==> src/rtl/tlv_fx_pkg.sv <==
package tlv_fx_pkg;

   localparam int unsigned MAX_MESSAGE_BYTES_DEF = 2048;

   localparam int unsigned BYTE_W    = 8;
   localparam int unsigned LEN_W     = 16;
   localparam int unsigned VALUE_W   = 32;
   localparam int unsigned OFFSET_W  = 11;
   localparam int unsigned CODE_W    = 16;
   localparam int unsigned MODE_W    = 2;
   localparam int unsigned CSR_IDX_W = 2;

   localparam logic [BYTE_W-1:0] RESULT_TAG   = 8'h02;
   localparam logic [LEN_W-1:0]  RESULT_MIN_LEN = 16'd4;

   localparam logic [CSR_IDX_W-1:0] CSR_WANTED_TAG  = 2'd0;
   localparam logic [CSR_IDX_W-1:0] CSR_LENGTH_MODE = 2'd1;

   localparam logic [MODE_W-1:0] LM_ANY  = 2'd0;
   localparam logic [MODE_W-1:0] LM_ONE  = 2'd1;
   localparam logic [MODE_W-1:0] LM_FOUR = 2'd2;

   typedef enum logic [1:0] {
      PH_TAG,
      PH_LEN_LO,
      PH_LEN_HI,
      PH_VALUE
   } phase_type;

endpackage

==> src/rtl/tlv_field_extractor_unit.sv <==
// Type-length-value record walker.
// Message bytes enter on the req_ channel, one word per byte, with
// req_last_byte marking the final byte of a message. Records are a tag byte,
// a 16-bit little-endian length and the value bytes. When the last byte of a
// message has been parsed, one summary word appears on the rsp_ channel and
// the parser returns to the start-of-message state; configuration is kept.
// Config (wanted tag, length mode) goes on the always-ready csr_ channel;
// the user must write it only while no message is in flight; not enforced.
// A byte is taken every cycle unless a last byte is held back as below: one
// input register feeds the parser, whose record state and summary register
// update when that byte is parsed, so each summary passes both registers.
// When the receiver stalls, the summary waits in the output register; bytes
// of the next message keep flowing in, and only a further last byte waits
// in the input register until the pending summary has been taken.
// Synchronous reset clears the parser, the summary valid flag and both
// configuration registers to zero.
module tlv_field_extractor_unit #(
   parameter int unsigned MAX_MESSAGE_BYTES = tlv_fx_pkg::MAX_MESSAGE_BYTES_DEF
) (
   input  logic                                clock,
   input  logic                                reset,
   input  logic                                req_valid,
   output logic                                req_ready,
   input  logic [tlv_fx_pkg::BYTE_W-1:0]       req_data_byte,
   input  logic                                req_last_byte,
   output logic                                rsp_valid,
   input  logic                                rsp_ready,
   output logic                                rsp_found,
   output logic [tlv_fx_pkg::VALUE_W-1:0]      rsp_field_value,
   output logic [tlv_fx_pkg::OFFSET_W-1:0]     rsp_hit_offset,
   output logic [tlv_fx_pkg::LEN_W-1:0]        rsp_hit_length,
   output logic                                rsp_result_seen,
   output logic [tlv_fx_pkg::CODE_W-1:0]       rsp_result_code,
   output logic [tlv_fx_pkg::CODE_W-1:0]       rsp_error_code,
   output logic                                rsp_truncated,
   output logic                                rsp_overlong,
   input  logic                                csr_valid,
   output logic                                csr_ready,
   input  logic [tlv_fx_pkg::CSR_IDX_W-1:0]    csr_index,
   input  logic [tlv_fx_pkg::BYTE_W-1:0]       csr_wdata
);
   import tlv_fx_pkg::*;

   localparam int unsigned POS_W = $clog2(MAX_MESSAGE_BYTES + 1);
   localparam logic [POS_W-1:0] POS_MAX = POS_W'(MAX_MESSAGE_BYTES);

   // Configuration
   logic [BYTE_W-1:0] wanted_tag_ff;
   logic [MODE_W-1:0] length_mode_ff;

   // Input register
   logic              in_valid_ff;
   logic [BYTE_W-1:0] in_byte_ff;
   logic              in_last_ff;
   logic              fire;

   // Parser state
   phase_type          phase_ff, phase_in, phase_next;
   logic [BYTE_W-1:0]  tag_ff, tag_in;
   logic [LEN_W-1:0]   len_ff, len_in;
   logic [LEN_W-1:0]   left_ff, left_in;
   logic [POS_W-1:0]   pos_ff, pos_in;
   logic [VALUE_W-1:0] pend_ff, pend_in;
   logic               m_found_ff, m_found_in;
   logic [VALUE_W-1:0] m_value_ff, m_value_in;
   logic [OFFSET_W-1:0] m_offset_ff, m_offset_in;
   logic [LEN_W-1:0]   m_length_ff, m_length_in;
   logic               r_seen_ff, r_seen_in;
   logic [CODE_W-1:0]  r_code_ff, r_code_in;
   logic [CODE_W-1:0]  e_code_ff, e_code_in;
   logic               over_ff, over_in;

   // Working values for the byte in the input register
   logic               beyond_max;
   logic [LEN_W-1:0]   len_cur;
   logic [VALUE_W-1:0] pend_cur;
   logic [LEN_W-1:0]   value_idx;
   logic               commit;
   logic               len_ok;
   logic [31:0]        offset_calc;

   // Output register
   logic                rsp_valid_ff;
   logic                o_found_ff;
   logic [VALUE_W-1:0]  o_value_ff;
   logic [OFFSET_W-1:0] o_offset_ff;
   logic [LEN_W-1:0]    o_length_ff;
   logic                o_seen_ff;
   logic [CODE_W-1:0]   o_rcode_ff;
   logic [CODE_W-1:0]   o_ecode_ff;
   logic                o_trunc_ff;
   logic                o_over_ff;

   assign csr_ready = 1'b1;

   always_ff @(posedge clock) begin
      if (reset) begin
         wanted_tag_ff  <= '0;
         length_mode_ff <= '0;
      end else if (csr_valid) begin
         case (csr_index)
            CSR_WANTED_TAG:  wanted_tag_ff  <= csr_wdata;
            CSR_LENGTH_MODE: length_mode_ff <= csr_wdata[MODE_W-1:0];
            default: ;
         endcase
      end
   end

   // A last byte may only be parsed when the summary register is empty or being taken.
   assign fire      = in_valid_ff && (!in_last_ff || !rsp_valid_ff || rsp_ready);
   assign req_ready = !in_valid_ff || fire;

   always_ff @(posedge clock) begin
      if (reset) begin
         in_valid_ff <= 1'b0;
      end else if (req_ready) begin
         in_valid_ff <= req_valid;
      end
   end

   always_ff @(posedge clock) begin
      if (req_ready && req_valid) begin
         in_byte_ff <= req_data_byte;
         in_last_ff <= req_last_byte;
      end
   end

   assign beyond_max = pos_ff >= POS_MAX;

   // Next parse phase
   always_comb begin
      phase_next = phase_ff;
      if (!beyond_max) begin
         case (phase_ff)
            PH_TAG:    phase_next = PH_LEN_LO;
            PH_LEN_LO: phase_next = PH_LEN_HI;
            PH_LEN_HI: phase_next = commit ? PH_TAG : PH_VALUE;
            PH_VALUE:  phase_next = commit ? PH_TAG : PH_VALUE;
            default:   phase_next = PH_TAG;
         endcase
      end
   end

   always_comb begin
      case (length_mode_ff)
         LM_ANY:  len_ok = 1'b1;
         LM_ONE:  len_ok = len_cur == LEN_W'(1);
         LM_FOUR: len_ok = len_cur == LEN_W'(4);
         default: len_ok = 1'b0;
      endcase
   end

   // Datapath for the byte being parsed
   always_comb begin
      len_cur   = (phase_ff == PH_LEN_HI) ? {in_byte_ff, len_ff[7:0]} : len_ff;
      value_idx = len_ff - left_ff;
      pend_cur  = pend_ff;
      if (phase_ff == PH_VALUE && value_idx < LEN_W'(4)) begin
         pend_cur[8*value_idx[1:0] +: 8] = in_byte_ff;
      end
      commit = !beyond_max &&
               ((phase_ff == PH_LEN_HI && len_cur == '0) ||
                (phase_ff == PH_VALUE && left_ff == LEN_W'(1)));
      offset_calc = 32'(pos_ff) + 32'd1 - 32'(len_cur);

      tag_in      = tag_ff;
      len_in      = len_ff;
      left_in     = left_ff;
      pend_in     = pend_ff;
      pos_in      = pos_ff;
      over_in     = over_ff || beyond_max;
      m_found_in  = m_found_ff;
      m_value_in  = m_value_ff;
      m_offset_in = m_offset_ff;
      m_length_in = m_length_ff;
      r_seen_in   = r_seen_ff;
      r_code_in   = r_code_ff;
      e_code_in   = e_code_ff;

      if (!beyond_max) begin
         pos_in = pos_ff + POS_W'(1);
         case (phase_ff)
            PH_TAG: begin
               tag_in  = in_byte_ff;
               len_in  = '0;
               pend_in = '0;
            end
            PH_LEN_LO: len_in = LEN_W'(in_byte_ff);
            PH_LEN_HI: begin
               len_in  = len_cur;
               left_in = len_cur;
            end
            PH_VALUE: begin
               pend_in = pend_cur;
               left_in = left_ff - LEN_W'(1);
            end
            default: ;
         endcase
      end

      if (commit) begin
         if (tag_ff == RESULT_TAG && len_cur >= RESULT_MIN_LEN) begin
            r_seen_in = 1'b1;
            r_code_in = pend_cur[15:0];
            e_code_in = pend_cur[31:16];
         end
         if (tag_ff == wanted_tag_ff && len_ok) begin
            m_found_in  = 1'b1;
            m_value_in  = pend_cur;
            m_offset_in = offset_calc[OFFSET_W-1:0];
            m_length_in = len_cur;
         end
      end
   end

   // Parser registers; the end of a message returns them to the reset state.
   always_ff @(posedge clock) begin
      if (reset || (fire && in_last_ff)) begin
         phase_ff    <= PH_TAG;
         tag_ff      <= '0;
         len_ff      <= '0;
         left_ff     <= '0;
         pos_ff      <= '0;
         pend_ff     <= '0;
         m_found_ff  <= 1'b0;
         m_value_ff  <= '0;
         m_offset_ff <= '0;
         m_length_ff <= '0;
         r_seen_ff   <= 1'b0;
         r_code_ff   <= '0;
         e_code_ff   <= '0;
         over_ff     <= 1'b0;
      end else if (fire) begin
         phase_ff    <= phase_in;
         tag_ff      <= tag_in;
         len_ff      <= len_in;
         left_ff     <= left_in;
         pos_ff      <= pos_in;
         pend_ff     <= pend_in;
         m_found_ff  <= m_found_in;
         m_value_ff  <= m_value_in;
         m_offset_ff <= m_offset_in;
         m_length_ff <= m_length_in;
         r_seen_ff   <= r_seen_in;
         r_code_ff   <= r_code_in;
         e_code_ff   <= e_code_in;
         over_ff     <= over_in;
      end
   end

   assign phase_in = phase_next;

   always_ff @(posedge clock) begin
      if (reset) begin
         rsp_valid_ff <= 1'b0;
      end else if (fire && in_last_ff) begin
         rsp_valid_ff <= 1'b1;
      end else if (rsp_ready) begin
         rsp_valid_ff <= 1'b0;
      end
   end

   always_ff @(posedge clock) begin
      if (fire && in_last_ff) begin
         o_found_ff  <= m_found_in;
         o_value_ff  <= m_value_in;
         o_offset_ff <= m_offset_in;
         o_length_ff <= m_length_in;
         o_seen_ff   <= r_seen_in;
         o_rcode_ff  <= r_code_in;
         o_ecode_ff  <= e_code_in;
         o_trunc_ff  <= phase_next != PH_TAG;
         o_over_ff   <= over_in;
      end
   end

   assign rsp_valid       = rsp_valid_ff;
   assign rsp_found       = o_found_ff;
   assign rsp_field_value = o_value_ff;
   assign rsp_hit_offset  = o_offset_ff;
   assign rsp_hit_length  = o_length_ff;
   assign rsp_result_seen = o_seen_ff;
   assign rsp_result_code = o_rcode_ff;
   assign rsp_error_code  = o_ecode_ff;
   assign rsp_truncated   = o_trunc_ff;
   assign rsp_overlong    = o_over_ff;

   a_no_rsp_after_reset: assert property (@(posedge clock)
      $past(reset) |-> !rsp_valid)
      else $error("summary valid straight after reset");

   a_no_match_zero: assert property (@(posedge clock) disable iff (reset)
      (rsp_valid && !rsp_found) |->
         (rsp_field_value == '0 && rsp_hit_length == '0 && rsp_hit_offset == '0))
      else $error("match fields set without a match");

   a_no_result_zero: assert property (@(posedge clock) disable iff (reset)
      (rsp_valid && !rsp_result_seen) |->
         (rsp_result_code == '0 && rsp_error_code == '0))
      else $error("result codes set without a result record");

   a_last_waits: assert property (@(posedge clock) disable iff (reset)
      (in_valid_ff && in_last_ff && rsp_valid && !rsp_ready) |-> !req_ready)
      else $error("input taken while a last byte is blocked");

endmodule
==> config.mk <==
export PLATFORM = sky130hd
export DESIGN_NAME = tlv_field_extractor_unit
export DESIGN_NICKNAME = d
export VERILOG_FILES = /design/src/rtl/tlv_fx_pkg.sv /design/src/rtl/tlv_field_extractor_unit.sv
export SDC_FILE = /design/constraint.sdc
export NUM_CORES = 1
export LEC_CHECK = 0
export ABC_CLOCK_PERIOD_IN_PS = 6800
export BUFFER_PORTS_ARGS = -buffer_cell sky130_fd_sc_hd__buf_2
export CAP_MARGIN = 20
export CORE_MARGIN = 8
export CORE_UTILIZATION = 43
export DETAILED_ROUTE_END_ITERATION = 12
export PLACE_DENSITY_LB_ADDON = 0.12
export SLEW_MARGIN = 40
export SYNTH_ARGS = -nofsm -noshare
export SYNTH_HDL_FRONTEND = slang
export SYNTH_SLANG_ARGS = --single-unit
==> constraint.sdc <==
create_clock -name clock -period 6.8 [get_ports clock]
set_clock_uncertainty 0.1 [all_clocks]
set_input_delay 1.36 -clock clock [delete_from_list [all_inputs] [get_ports clock]]
set_output_delay 1.36 -clock clock [all_outputs]
set_load 0.05 [all_outputs]
==> results of run 1 <==
[kinds of logic (layout without fill, tap and decap cells)]
group           count (synthesis)  in the layout  synth area share (%)
compound gates                415            415                  17.8
simple gates                  398            398                  13.9
buf+inv                       134            242                  4.23
mux                            71             71                  5.43
fa+ha+maj                      49             49                  4.65
xor+xnor                       36             36                  2.33
other cells                     1              1                0.0278
flops                         296            296                  51.6
[metrics by stage]
stage	hold WS [ns]	area [µm²]	setup WS [ns]
after floorplan	0.329	13500	1.60
after detailed placement	0.344	14500	2.23
after CTS	0.351	15500	2.22
after global routing	0.368	15500	1.78
final	0.349	15500	2.19
after global placement	0.337	14400	2.16
[power groups by stage]
| stage | Sequential (mW) | Combinational (mW) | Clock, mW |
|---|---|---|---|
| floorplan | 1.95 | 0.0962 | 0 |
| global placement | 1.91 | 0.193 | 0 |
| detailed placement | 1.91 | 0.194 | 0 |
| CTS | 1.87 | 0.195 | 1.75 |
| global route | 1.88 | 0.208 | 1.83 |
| finish | 1.87 | 0.193 | 1.71 |
[final cells by class]
cell class | instances | area share (%)
clock buffers | 39 | 5.39
clock inverters | 18 | 1.22
inverters | 43 | 1.04
multi-input cells | 970 | 39.1
flip-flops and latches | 296 | 44.9
well taps | 402 | 3.24
repair buffers | 142 | 5.09
[sequential cells by signal, summed over array words and instances (netlist names), 2 cells and up]
signal / cells
m_offset_ff: 11
len_ff: 16
m_value_ff: 32
left_ff: 16
e_code_ff: 16
length_mode_ff: 2
rsp_error_code: 16
rsp_result_code: 16
rsp_field_value: 32
pos_ff: 12
m_length_ff: 16
rsp_hit_offset: 11
phase_ff: 2
in_byte_ff: 8
tag_ff: 8
rsp_hit_length: 16
r_code_ff: 16
pend_ff: 32
wanted_tag_ff: 8
[worst max-delay path, stage by stage, from the launching register on]
cell      delay (ns)
dfxtp_1         0.36
inv_1           0.14
ha_1            0.18
inv_1           0.06
fa_1            0.42
a21o_1          0.18
a221oi_1        0.48
o21ai_1         0.23
xor2_1          0.18
nor4b_1         0.42
nand4_1         0.36
nor4b_4         0.50
buf_4           0.27
mux2i_1         0.37
a21oi_1         0.11
[per-layer routing]
metal / up-vias / global-route usage [%] / wire length [µm] / share of wire, %
li1: 5155 / - / - / -
met1: 4997 / 23.8 / 15900 / 45
met2: 205 / 32.0 / 17400 / 49
met3: 56 / 2.72 / 1460 / 4.1
met4: 0 / 4.42 / 666 / 1.9
met5: - / 0 / 0 / 0
[path summary, 6_finish.rpt]
path / endpoint / startpoint / cells past startpoint / slack, ns
hold / removal: m_length_ff[3]$_SDFFE_PP0P_ / m_length_ff[3]$_SDFFE_PP0P_ / 2 / 0.35
setup / recovery: rsp_field_value[26]$_DFFE_PP_ / len_ff[0]$_SDFFE_PP0P_ / 14 / 2.19
hold reg to reg: m_length_ff[3]$_SDFFE_PP0P_ / m_length_ff[3]$_SDFFE_PP0P_ / 2 / 0.35
setup reg to reg: rsp_field_value[26]$_DFFE_PP_ / len_ff[0]$_SDFFE_PP0P_ / 14 / 2.19
[synthesized netlist by cell type, drive strengths merged, types with 2 or more instances]
| library cell | number |
|---|---|
| a21oi | 228 |
| dfxtp | 192 |
| nor2 | 133 |
| nand2 | 108 |
| edfxtp | 104 |
| o21ai | 93 |
| clkbuf | 54 |
| mux2i | 53 |
| ha | 47 |
| inv | 43 |
| and2 | 38 |
| buf | 37 |
| nand3 | 33 |
| o2bb2ai | 32 |
| xnor2 | 23 |
| nor3 | 19 |
| mux2 | 18 |
| nand4 | 16 |
| a211oi | 13 |
| xor2 | 13 |
| a21o | 10 |
| and3 | 9 |
| nor4b | 7 |
| or3 | 7 |
| nand2b | 6 |
| o22ai | 6 |
| or2 | 6 |
| nor4 | 5 |
| o21bai | 4 |
| o31ai | 4 |
| a22oi | 3 |
| a31oi | 3 |
| nand3b | 3 |
| nor2b | 3 |
| nor3b | 3 |
| o211ai | 3 |
| a2111oi | 2 |
| fa | 2 |
| o21a | 2 |
| o311ai | 2 |
==> metrics.txt, run 1 <==
# TYPE chip_impl_metric gauge
chip_impl_metric{name="fin_crit",unit="ns"} 4.61
chip_impl_metric{name="cts-hold-fix-buffers",unit=""} 0
chip_impl_metric{name="cts.htree.levels",unit=""} 1
chip_impl_info{name="mostFrequentLayoutCells",value="a21oi_1 (228), dfxtp_1 (192), nor2_1 (130)"} 1
chip_impl_metric{name="p_seq_share",unit="%"} 49.6
chip_impl_metric{name="static-leakage-power",unit="nW"} 5.72
chip_impl_metric{name="synth_register_bits",unit=""} 296
chip_impl_metric{name="finalSetupTns",unit="ns"} 0
chip_impl_info{name="final_common_cell",value="a21oi_1"} 1
chip_impl_metric{name="via_count",unit=""} 10400
chip_impl_info{name="netlist.top_cell.by_area",value="dfxtp_1"} 1
chip_impl_metric{name="p_switching",unit="µW"} 863
chip_impl_info{name="holdCritPathClass",value="reg -> reg"} 1
chip_impl_info{name="category_of_the_worst_setup_path_capture_point",value="register"} 1
chip_impl_metric{name="combPwrFrac",unit="%"} 5.1
chip_impl_metric{name="max_slew_margin",unit="%"} 48.5
chip_impl_metric{name="drt_iter0_drc",unit=""} 582
chip_impl_metric{name="vdd_ir_drop_max",unit="V"} 0.000181
chip_impl_metric{name="grt_overflow",unit=""} 0
chip_impl_metric{name="fillerInstances",unit=""} 2940
chip_impl_metric{name="antenna_found_initial",unit=""} 0
chip_impl_metric{name="cts_buffers",unit=""} 31
chip_impl_metric{name="clkSlewWorstSetupHoldPaths",unit="ns"} 0.06
chip_impl_metric{name="power_per_cell_area",unit="nW/µm²"} 244
chip_impl_metric{name="first_global_vias",unit=""} 10100
chip_impl_metric{name="routed_vias_inst",unit=""} 5.45
chip_impl_metric{name="gpl.final_weighted_congestion",unit=""} 0.937
chip_impl_metric{name="synth_nets",unit=""} 1473
chip_impl_metric{name="grt_use_total",unit="%"} 18.4
chip_impl_metric{name="finalMaxSlewViolations",unit=""} 0
chip_impl_metric{name="switching_share",unit="%"} 22.8
chip_impl_metric{name="rows",unit=""} 65
chip_impl_metric{name="wl_per_cell",unit="µm"} 18.5
chip_impl_metric{name="core_region_area",unit="µm²"} 31200
chip_impl_metric{name="cts_max_path_buffers",unit=""} 3
chip_impl_metric{name="power.total",unit="mW"} 3.78
chip_impl_metric{name="final-setup-viol-count",unit=""} 0
chip_impl_metric{name="setup_buffers_after_cts",unit=""} 0
chip_impl_metric{name="post_synth_num_cell_types",unit=""} 61
chip_impl_metric{name="placed_cells_incl_taps",unit=""} 1852
chip_impl_metric{name="num-nets-final",unit=""} 1557
chip_impl_metric{name="syn-mean-instance-area",unit="µm²"} 9.65
chip_impl_metric{name="ys_seq_area_share",unit="%"} 51.6
chip_impl_info{name="postSynth.topFlopCell",value="dfxtp_1"} 1
chip_impl_metric{name="antenna-diode-count",unit=""} 0
chip_impl_metric{name="power.clock.fraction",unit="%"} 45.3
chip_impl_metric{name="timing.final.crit_share",unit="%"} 67.9
chip_impl_metric{name="synth.yosys.warnings",unit=""} 0
chip_impl_metric{name="worst_slew_pin_slew",unit="ns"} 0.773
chip_impl_info{name="cts_root_buf",value="clkbuf_16"} 1
chip_impl_metric{name="synth_edf_count",unit=""} 104
chip_impl_metric{name="clk_latency",unit="ns"} 0.56
chip_impl_info{name="critPathLaunchType",value="register"} 1
chip_impl_metric{name="critPathMaxFanout",unit=""} 6
chip_impl_info{name="result_of_the_run",value="finished, final reports clean"} 1
chip_impl_metric{name="synthesis.area",unit="µm²"} 13500
chip_impl_metric{name="fmax",unit="MHz"} 217
chip_impl_metric{name="die-area",unit="µm²"} 37300
chip_impl_metric{name="buffer_ports.inserted",unit=""} 120
chip_impl_metric{name="fin_util",unit="%"} 49.7
chip_impl_metric{name="clock_sink_count",unit=""} 296
chip_impl_metric{name="area_growth",unit="%"} 14.8
chip_impl_metric{name="timing.critical_path.required",unit="ns"} 6.98
chip_impl_metric{name="fin_cells",unit=""} 1910
chip_impl_metric{name="drive_above_1_share",unit="%"} 15.8
chip_impl_metric{name="multi_input_area",unit="µm²"} 6060
chip_impl_info{name="cts_tree",value="yes"} 1
chip_impl_metric{name="routed_wirelength",unit="µm"} 35400
chip_impl_metric{name="synthArstFlopShare",unit="%"} 0
chip_impl_metric{name="number_of_failing_hold_endpoints_at_the_final_stage",unit=""} 0
chip_impl_metric{name="final_hpwl_dp",unit="µm"} 24200
chip_impl_metric{name="cts_repair_resize_count",unit=""} 0
chip_impl_metric{name="firstDrtPassIters",unit=""} 5
chip_impl_info{name="rsz0062_at_grt",value="no"} 1
chip_impl_metric{name="synthCells",unit=""} 1400
chip_impl_metric{name="wire_length_of_the_first_global_routing_pass",unit="µm"} 57000
chip_impl_metric{name="initial_core_util",unit="%"} 43.3
chip_impl_metric{name="die_x",unit="µm"} 193
chip_impl_metric{name="detail-route-antenna-nets",unit=""} 0
chip_impl_info{name="critPathKind",value="reg -> reg"} 1
chip_impl_metric{name="power_report.internal_total",unit="mW"} 2.92
chip_impl_metric{name="io_pins",unit=""} 122
chip_impl_metric{name="maximum_number_of_pins_on_one_net_before_global_route_repair",unit=""} 94
chip_impl_metric{name="synth_top_area_share",unit="%"} 28.5
chip_impl_metric{name="route.detailed.drc",unit=""} 0
chip_impl_info{name="synth_area_leaders",value="dfxtp_1 (28%), edfxtp_1 (23%), a21oi_1 (8.4%)"} 1
chip_impl_metric{name="maxCapViolCount",unit=""} 0
chip_impl_metric{name="dieHeight",unit="µm"} 193
chip_impl_metric{name="regArea",unit="µm²"} 6970
chip_impl_metric{name="arrival",unit="ns"} 4.80
No activity file was read; power rests on OpenSTA's default activity.
==> inputs of run 2 (changes only) <==
ABC_CLOCK_PERIOD_IN_PS = 4610   (was 6800)
clock period = 4.61 ns   (was 6.8 ns; I/O delays follow)
==> run 2 against run 1 <==
Cell count increased by 1.0%. Routed wire length is 3.5% higher. Clock-buffer cell count is 10 higher. Via count increased by 1.1%. Worst setup slack worse by 2.0 ns. Non-clock buffer count increased by 16. Register-to-register slack worse by 2.0 ns. Sequential cell count unchanged. Clock power rose by 47%. Critical path depth is the same. Maximum frequency rose by 5.0%. Global-route usage up 0.70 points. Largest cell class unchanged. Highest routed layer unchanged.
==> metrics.txt, run 2 (synthesis gave the netlist of run 1 again) <==
# TYPE chip_impl_metric gauge
chip_impl_metric{name="die-area",unit="µm²"} 37300
chip_impl_metric{name="max_slew_margin",unit="%"} 50.7
chip_impl_metric{name="antenna_found_initial",unit=""} 0
chip_impl_metric{name="antenna-diode-count",unit=""} 0
chip_impl_metric{name="grt_overflow",unit=""} 0
chip_impl_metric{name="die_x",unit="µm"} 193
chip_impl_metric{name="route.detailed.drc",unit=""} 0
chip_impl_metric{name="placed_cells_incl_taps",unit=""} 1869
chip_impl_metric{name="routed_vias_inst",unit=""} 5.45
chip_impl_info{name="rsz0062_at_grt",value="no"} 1
chip_impl_metric{name="cpPeakStageDelay",unit="ns"} 0.49
chip_impl_metric{name="critPathMaxFanout",unit=""} 10
chip_impl_metric{name="final-setup-viol-count",unit=""} 0
chip_impl_metric{name="clk_latency",unit="ns"} 0.50
chip_impl_metric{name="arrival",unit="ns"} 4.52
chip_impl_metric{name="maxCapViolCount",unit=""} 0
chip_impl_info{name="critPathLaunchType",value="register"} 1
chip_impl_metric{name="setup_buffers_after_cts",unit=""} 0
chip_impl_metric{name="num-nets-final",unit=""} 1576
chip_impl_metric{name="firstDrtPassIters",unit=""} 5
chip_impl_metric{name="fin_area",unit="µm²"} 15700
chip_impl_metric{name="drt_iter0_drc",unit=""} 603
chip_impl_info{name="holdCritPathClass",value="reg -> reg"} 1
chip_impl_metric{name="wl_per_cell",unit="µm"} 19.0
chip_impl_metric{name="grt_use_total",unit="%"} 19.1
chip_impl_metric{name="power_per_cell_area",unit="nW/µm²"} 356
chip_impl_metric{name="regArea",unit="µm²"} 6970
chip_impl_metric{name="rows",unit=""} 65
chip_impl_metric{name="dpl_cell_area",unit="µm²"} 14600
chip_impl_metric{name="routed_wirelength",unit="µm"} 36700
chip_impl_metric{name="finalMaxSlewViolations",unit=""} 0
chip_impl_metric{name="cts.htree.levels",unit=""} 2
chip_impl_metric{name="maximum_number_of_pins_on_one_net_before_global_route_repair",unit=""} 78
chip_impl_info{name="critical-path-slowest-cell",value="nor4b_1"} 1
chip_impl_info{name="crit_path_cell_trace",value="inv_1 > ha_1 > inv_1 > fa_1 > a21o_1 > a221oi_2 > o21ai_1 > xor2_1 > nor4b_1 > nand4_1 > nor4b_2 > buf_4 > mux2i_1 > a21oi_1"} 1
chip_impl_metric{name="vdd_ir_drop_max",unit="V"} 0.000188
chip_impl_metric{name="dieHeight",unit="µm"} 193
chip_impl_info{name="mostFrequentLayoutCells",value="a21oi_1 (228), dfxtp_1 (192), nor2_1 (131)"} 1
chip_impl_info{name="critical_path.most_common_cell",value="inv_1"} 1
chip_impl_metric{name="first_global_vias",unit=""} 10300
chip_impl_info{name="category_of_the_worst_setup_path_capture_point",value="register"} 1
chip_impl_metric{name="cts_buffers",unit=""} 34
chip_impl_info{name="cts_root_buf",value="clkbuf_16"} 1
chip_impl_metric{name="number_of_failing_hold_endpoints_at_the_final_stage",unit=""} 0
chip_impl_info{name="critPathKind",value="reg -> reg"} 1
chip_impl_metric{name="detail-route-antenna-nets",unit=""} 0
chip_impl_metric{name="core_region_area",unit="µm²"} 31200
chip_impl_metric{name="fin_crit",unit="ns"} 4.39
chip_impl_metric{name="area_growth",unit="%"} 15.8
chip_impl_metric{name="initial_core_util",unit="%"} 43.3
chip_impl_metric{name="fin_cells",unit=""} 1930
chip_impl_metric{name="clock_sink_count",unit=""} 296
chip_impl_metric{name="finalSetupTns",unit="ns"} 0
chip_impl_metric{name="worst_slew_pin_slew",unit="ns"} 0.721
chip_impl_metric{name="clkSlewWorstSetupHoldPaths",unit="ns"} 0.06
chip_impl_metric{name="final_hpwl_dp",unit="µm"} 25200
chip_impl_metric{name="fillerInstances",unit=""} 2911
chip_impl_metric{name="timing.critical_path.required",unit="ns"} 4.74
chip_impl_metric{name="wire_length_of_the_first_global_routing_pass",unit="µm"} 58300
chip_impl_metric{name="fmax",unit="MHz"} 228
chip_impl_metric{name="gpl.final_weighted_congestion",unit=""} 0.868
chip_impl_metric{name="timing.final.crit_share",unit="%"} 95.3
chip_impl_metric{name="buffer_ports.inserted",unit=""} 120
chip_impl_info{name="result_of_the_run",value="finished, final reports clean"} 1
chip_impl_metric{name="via_count",unit=""} 10500
chip_impl_metric{name="cts_max_path_buffers",unit=""} 3
chip_impl_metric{name="drive_above_1_share",unit="%"} 17.0
chip_impl_metric{name="static-leakage-power",unit="nW"} 5.82
chip_impl_metric{name="fin_util",unit="%"} 50.1
chip_impl_metric{name="io_pins",unit=""} 122
chip_impl_metric{name="power.total",unit="mW"} 5.57
chip_impl_metric{name="multi_input_area",unit="µm²"} 6060
chip_impl_info{name="cts_tree",value="yes"} 1
chip_impl_info{name="final_common_cell",value="a21oi_1"} 1
-- run 2: cell count changes in the layout (fill, tap and decap cells not counted), moves of 4 or more --
cell,before,now
buf_4,19,35
bufinv_16,4,0
clkbuf_1,5,10
clkbuf_16,31,35
clkinv_1,8,4
-- run 2: metal layers --
| metal | wire length (µm) | GRT usage, % |
|---|---|---|
| met2 | 18100 | 33.8 |
| met1 | 16200 | 23.8 |
| met3 | 1480 | 2.97 |
| met5 | 0 | 0 |
| met4 | 925 | 5.47 |
-- run 2: worst max-delay path, delay by kind of cell, from the launching register on --
kind	cells	cell delay [ns]
AND/OR/NAND/NOR	3	1.15
AO/OA/AOI/OAI	4	0.85
adder cells (fa/ha/maj)	2	0.61
buffers and inverters	3	0.50
multiplexers	1	0.39
flip-flops	1	0.36
XOR/XNOR	1	0.17
-- run 2: layout make-up --
class / count / share of cell area [%]
flip-flops and latches: 296 / 44.5
multi-input cells: 970 / 38.7
well taps: 402 / 3.21
inverters: 43 / 1.03
repair buffers: 158 / 5.90
clock buffers: 49 / 6.19
clock inverters: 12 / 0.408
-- run 2: worst paths after layout --
check	start	end	slack [ns]	cells after the start
setup / recovery	len_ff[0]$_SDFFE_PP0P_	rsp_field_value[13]$_DFFE_PP_	0.22	14
hold / removal	m_length_ff[2]$_SDFFE_PP0P_	m_length_ff[2]$_SDFFE_PP0P_	0.35	2
setup reg to reg	len_ff[0]$_SDFFE_PP0P_	rsp_field_value[13]$_DFFE_PP_	0.22	14
hold reg to reg	m_length_ff[2]$_SDFFE_PP0P_	m_length_ff[2]$_SDFFE_PP0P_	0.35	2
-- run 2: timing repair --
item,in CTS,in global routing
hold buffers,0,0
setup endpoints to repair,0,57
resized for setup,0,4
-- run 2: power by group --
part | internal (mW) | switching, mW
combinational | 0.0769 | 0.231
clock | 1.46 | 1.05
sequential | 2.73 | 0.0200
total | 4.27 | 1.30
-- run 2: metrics by stage --
step	hold slack [ns]	setup WS, ns
CTS	0.350	0.242
global placement	0.336	0.349
floorplan	0.329	0.946
global route	0.370	0.0363
detailed placement	0.342	0.263
finish	0.348	0.217
==> inputs of run 3 (changes only) <==
CTS_CLUSTER_SIZE = 16   (was default)
MAX_ROUTING_LAYER = met4   (was default)
PLACE_DENSITY_LB_ADDON = default   (was 0.12)
==> run 3 against run 2 <==
Worst hold slack better by 0.0012 ns. Non-clock buffer count up 4. Cell count about the same. Maximum frequency rose by 3.4%. Sequential cell count stayed put. Power up 3.5%. Combinational power about the same. Via count grew 0.46%.
==> metrics.txt, run 3 (synthesis gave the netlist of run 1 again) <==
# TYPE chip_impl_metric gauge
chip_impl_info{name="category_of_the_worst_setup_path_capture_point",value="register"} 1
chip_impl_metric{name="area_growth",unit="%"} 17.0
chip_impl_metric{name="cts_buffers",unit=""} 30
chip_impl_metric{name="maxCapViolCount",unit=""} 0
chip_impl_info{name="cts_root_buf",value="clkbuf_16"} 1
chip_impl_info{name="result_of_the_run",value="finished, final reports clean"} 1
chip_impl_metric{name="fin_crit",unit="ns"} 4.25
chip_impl_metric{name="cts_max_path_buffers",unit=""} 3
chip_impl_metric{name="cts.htree.levels",unit=""} 1
chip_impl_metric{name="clk_latency",unit="ns"} 0.55
chip_impl_metric{name="num-nets-final",unit=""} 1576
chip_impl_metric{name="routed_vias_inst",unit=""} 5.48
chip_impl_metric{name="cts-hold-fix-buffers",unit=""} 0
chip_impl_info{name="grt_most_used_layer",value="met2"} 1
chip_impl_metric{name="die_x",unit="µm"} 193
chip_impl_metric{name="maximum_number_of_pins_on_one_net_before_global_route_repair",unit=""} 66
chip_impl_metric{name="vdd_ir_drop_max",unit="V"} 0.000247
chip_impl_info{name="final_common_cell",value="a21oi_1"} 1
chip_impl_info{name="cts_tree",value="yes"} 1
chip_impl_metric{name="clock_sink_count",unit=""} 296
chip_impl_metric{name="wl_per_cell",unit="µm"} 18.6
chip_impl_info{name="critPathKind",value="reg -> reg"} 1
chip_impl_metric{name="final_hpwl_dp",unit="µm"} 24700
chip_impl_info{name="rsz0062_at_grt",value="no"} 1
chip_impl_metric{name="gpl.final_weighted_congestion",unit=""} 0.911
chip_impl_metric{name="critPathMaxFanout",unit=""} 10
chip_impl_info{name="timing.rr.end",value="rsp_field_value[13]$_DFFE_PP_"} 1
chip_impl_metric{name="final-setup-viol-count",unit=""} 0
chip_impl_metric{name="route.detailed.drc",unit=""} 0
chip_impl_metric{name="worst_slew_pin_slew",unit="ns"} 0.740
chip_impl_metric{name="first_global_vias",unit=""} 10100
chip_impl_metric{name="firstDrtPassIters",unit=""} 5
chip_impl_metric{name="static-leakage-power",unit="nW"} 5.88
chip_impl_metric{name="globalRouteMet1Util",unit="%"} 24.0
chip_impl_metric{name="grt_overflow",unit=""} 0
chip_impl_metric{name="fin_util",unit="%"} 50.6
chip_impl_metric{name="core_region_area",unit="µm²"} 31200
chip_impl_metric{name="timing.critical_path.required",unit="ns"} 4.80
chip_impl_metric{name="via_count",unit=""} 10600
chip_impl_metric{name="finalMaxSlewViolations",unit=""} 0
chip_impl_metric{name="power.total",unit="mW"} 5.76
chip_impl_metric{name="number_of_failing_hold_endpoints_at_the_final_stage",unit=""} 0
chip_impl_metric{name="multi_input_area",unit="µm²"} 6060
chip_impl_metric{name="die-area",unit="µm²"} 37300
chip_impl_metric{name="antenna-diode-count",unit=""} 0
chip_impl_metric{name="grt_use_met2",unit="%"} 31.3
chip_impl_info{name="holdCritPathClass",value="reg -> reg"} 1
chip_impl_metric{name="power_per_cell_area",unit="nW/µm²"} 365
chip_impl_metric{name="clkSlewWorstSetupHoldPaths",unit="ns"} 0.06
chip_impl_info{name="mostFrequentLayoutCells",value="a21oi_1 (228), dfxtp_1 (192), nor2_1 (131)"} 1
chip_impl_metric{name="antenna_found_initial",unit=""} 0
chip_impl_metric{name="initial_core_util",unit="%"} 43.3
chip_impl_metric{name="fillerInstances",unit=""} 2849
chip_impl_metric{name="finalSetupTns",unit="ns"} 0
chip_impl_metric{name="fmax",unit="MHz"} 235
chip_impl_metric{name="timing.hold.ws",unit="ns"} 0.349
chip_impl_metric{name="io_pins",unit=""} 122
chip_impl_info{name="worst_r2r_startpoint",value="len_ff[0]$_SDFFE_PP0P_"} 1
chip_impl_info{name="min_to",value="m_length_ff[5]$_SDFFE_PP0P_"} 1
chip_impl_metric{name="fin_area",unit="µm²"} 15800
chip_impl_info{name="min_from",value="m_length_ff[5]$_SDFFE_PP0P_"} 1
chip_impl_metric{name="detail-route-antenna-nets",unit=""} 0
chip_impl_metric{name="dieHeight",unit="µm"} 193
chip_impl_metric{name="arrival",unit="ns"} 4.44
chip_impl_metric{name="drt_iter0_drc",unit=""} 708
chip_impl_metric{name="max_slew_margin",unit="%"} 50.7
chip_impl_metric{name="drive_above_1_share",unit="%"} 17.5
chip_impl_metric{name="timing.final.crit_share",unit="%"} 92.2
chip_impl_metric{name="holdPathStages",unit=""} 2
chip_impl_metric{name="dpl_cell_area",unit="µm²"} 14600
chip_impl_metric{name="rows",unit=""} 65
chip_impl_info{name="critPathLaunchType",value="register"} 1
chip_impl_metric{name="regArea",unit="µm²"} 6970
chip_impl_metric{name="grt_use_total",unit="%"} 19.1
chip_impl_metric{name="globalRouteMet3Util",unit="%"} 2.88
chip_impl_metric{name="wire_length_of_the_first_global_routing_pass",unit="µm"} 56900
chip_impl_metric{name="buffer_ports.inserted",unit=""} 120
chip_impl_metric{name="regToRegSetupSlack",unit="ns"} 0.36
chip_impl_metric{name="routed_wirelength",unit="µm"} 35900
chip_impl_metric{name="worst_r2r_path_depth",unit=""} 15
## run 3: where the power goes
part,leakage [nW],total [mW],internal [mW],switching (mW)
Clock,0.544,2.70,1.67,1.03
Combinational,2.80,0.310,0.0784,0.232
Sequential,2.54,2.75,2.73,0.0191
## run 3: routing by layer
layer	up-vias	wire length (µm)
met4	0	1160
met3	78	2060
met5	-	0
met1	4988	15500
met2	303	17200
li1	5202	-
## run 3: worst max-delay path by stage
stage / startpoint / to / slack (ns) / cells after the start
2_1_floorplan: len_ff[0]$_SDFFE_PP0P_ / rsp_result_code[14]$_DFFE_PP_ / 0.95 / 14
3_3_place_gp: len_ff[0]$_SDFFE_PP0P_ / rsp_result_code[14]$_DFFE_PP_ / 0.38 / 14
3_5_place_dp: len_ff[0]$_SDFFE_PP0P_ / rsp_result_code[14]$_DFFE_PP_ / 0.28 / 14
4_1_cts: len_ff[0]$_SDFFE_PP0P_ / rsp_result_code[14]$_DFFE_PP_ / 0.26 / 14
5_1_grt: len_ff[0]$_SDFFE_PP0P_ / rsp_result_code[14]$_DFFE_PP_ / 0.10 / 15
6_report: len_ff[0]$_SDFFE_PP0P_ / rsp_field_value[13]$_DFFE_PP_ / 0.36 / 15
## run 3: critical path: stages (launching register included)
cell	delay, ns
dfxtp_1	0.36
inv_1	0.15
ha_1	0.20
inv_1	0.06
fa_1	0.42
a21o_1	0.19
a221oi_2	0.32
o21ai_1	0.22
xor2_1	0.18
nor4b_1	0.43
nand4_1	0.15
buf_4	0.19
nor4b_2	0.22
buf_4	0.27
mux2i_1	0.39
a21oi_1	0.13
## run 3: what timing repair did
action	in CTS	in global routing
setup endpoints to repair	0	81
setup buffers	0	1
resized for setup	0	1
## run 3: through the flow
step	cells	worst slack, ns
3_3_place_gp	1872	0.380
4_1_cts	1928	0.257
2_1_floorplan	1400	0.946
3_5_place_dp	1872	0.280
5_1_grt	1929	0.103
6_report	1929	0.360
## run 3: layout make-up
cell class / instances / area share, %
clock inverter: 15 / 1.35
timing repair buffer: 162 / 6.19
multi-input combinational: 970 / 38.4
sequential: 296 / 44.1
clock buffer: 41 / 5.80
inverter: 43 / 1.02
tap: 402 / 3.18
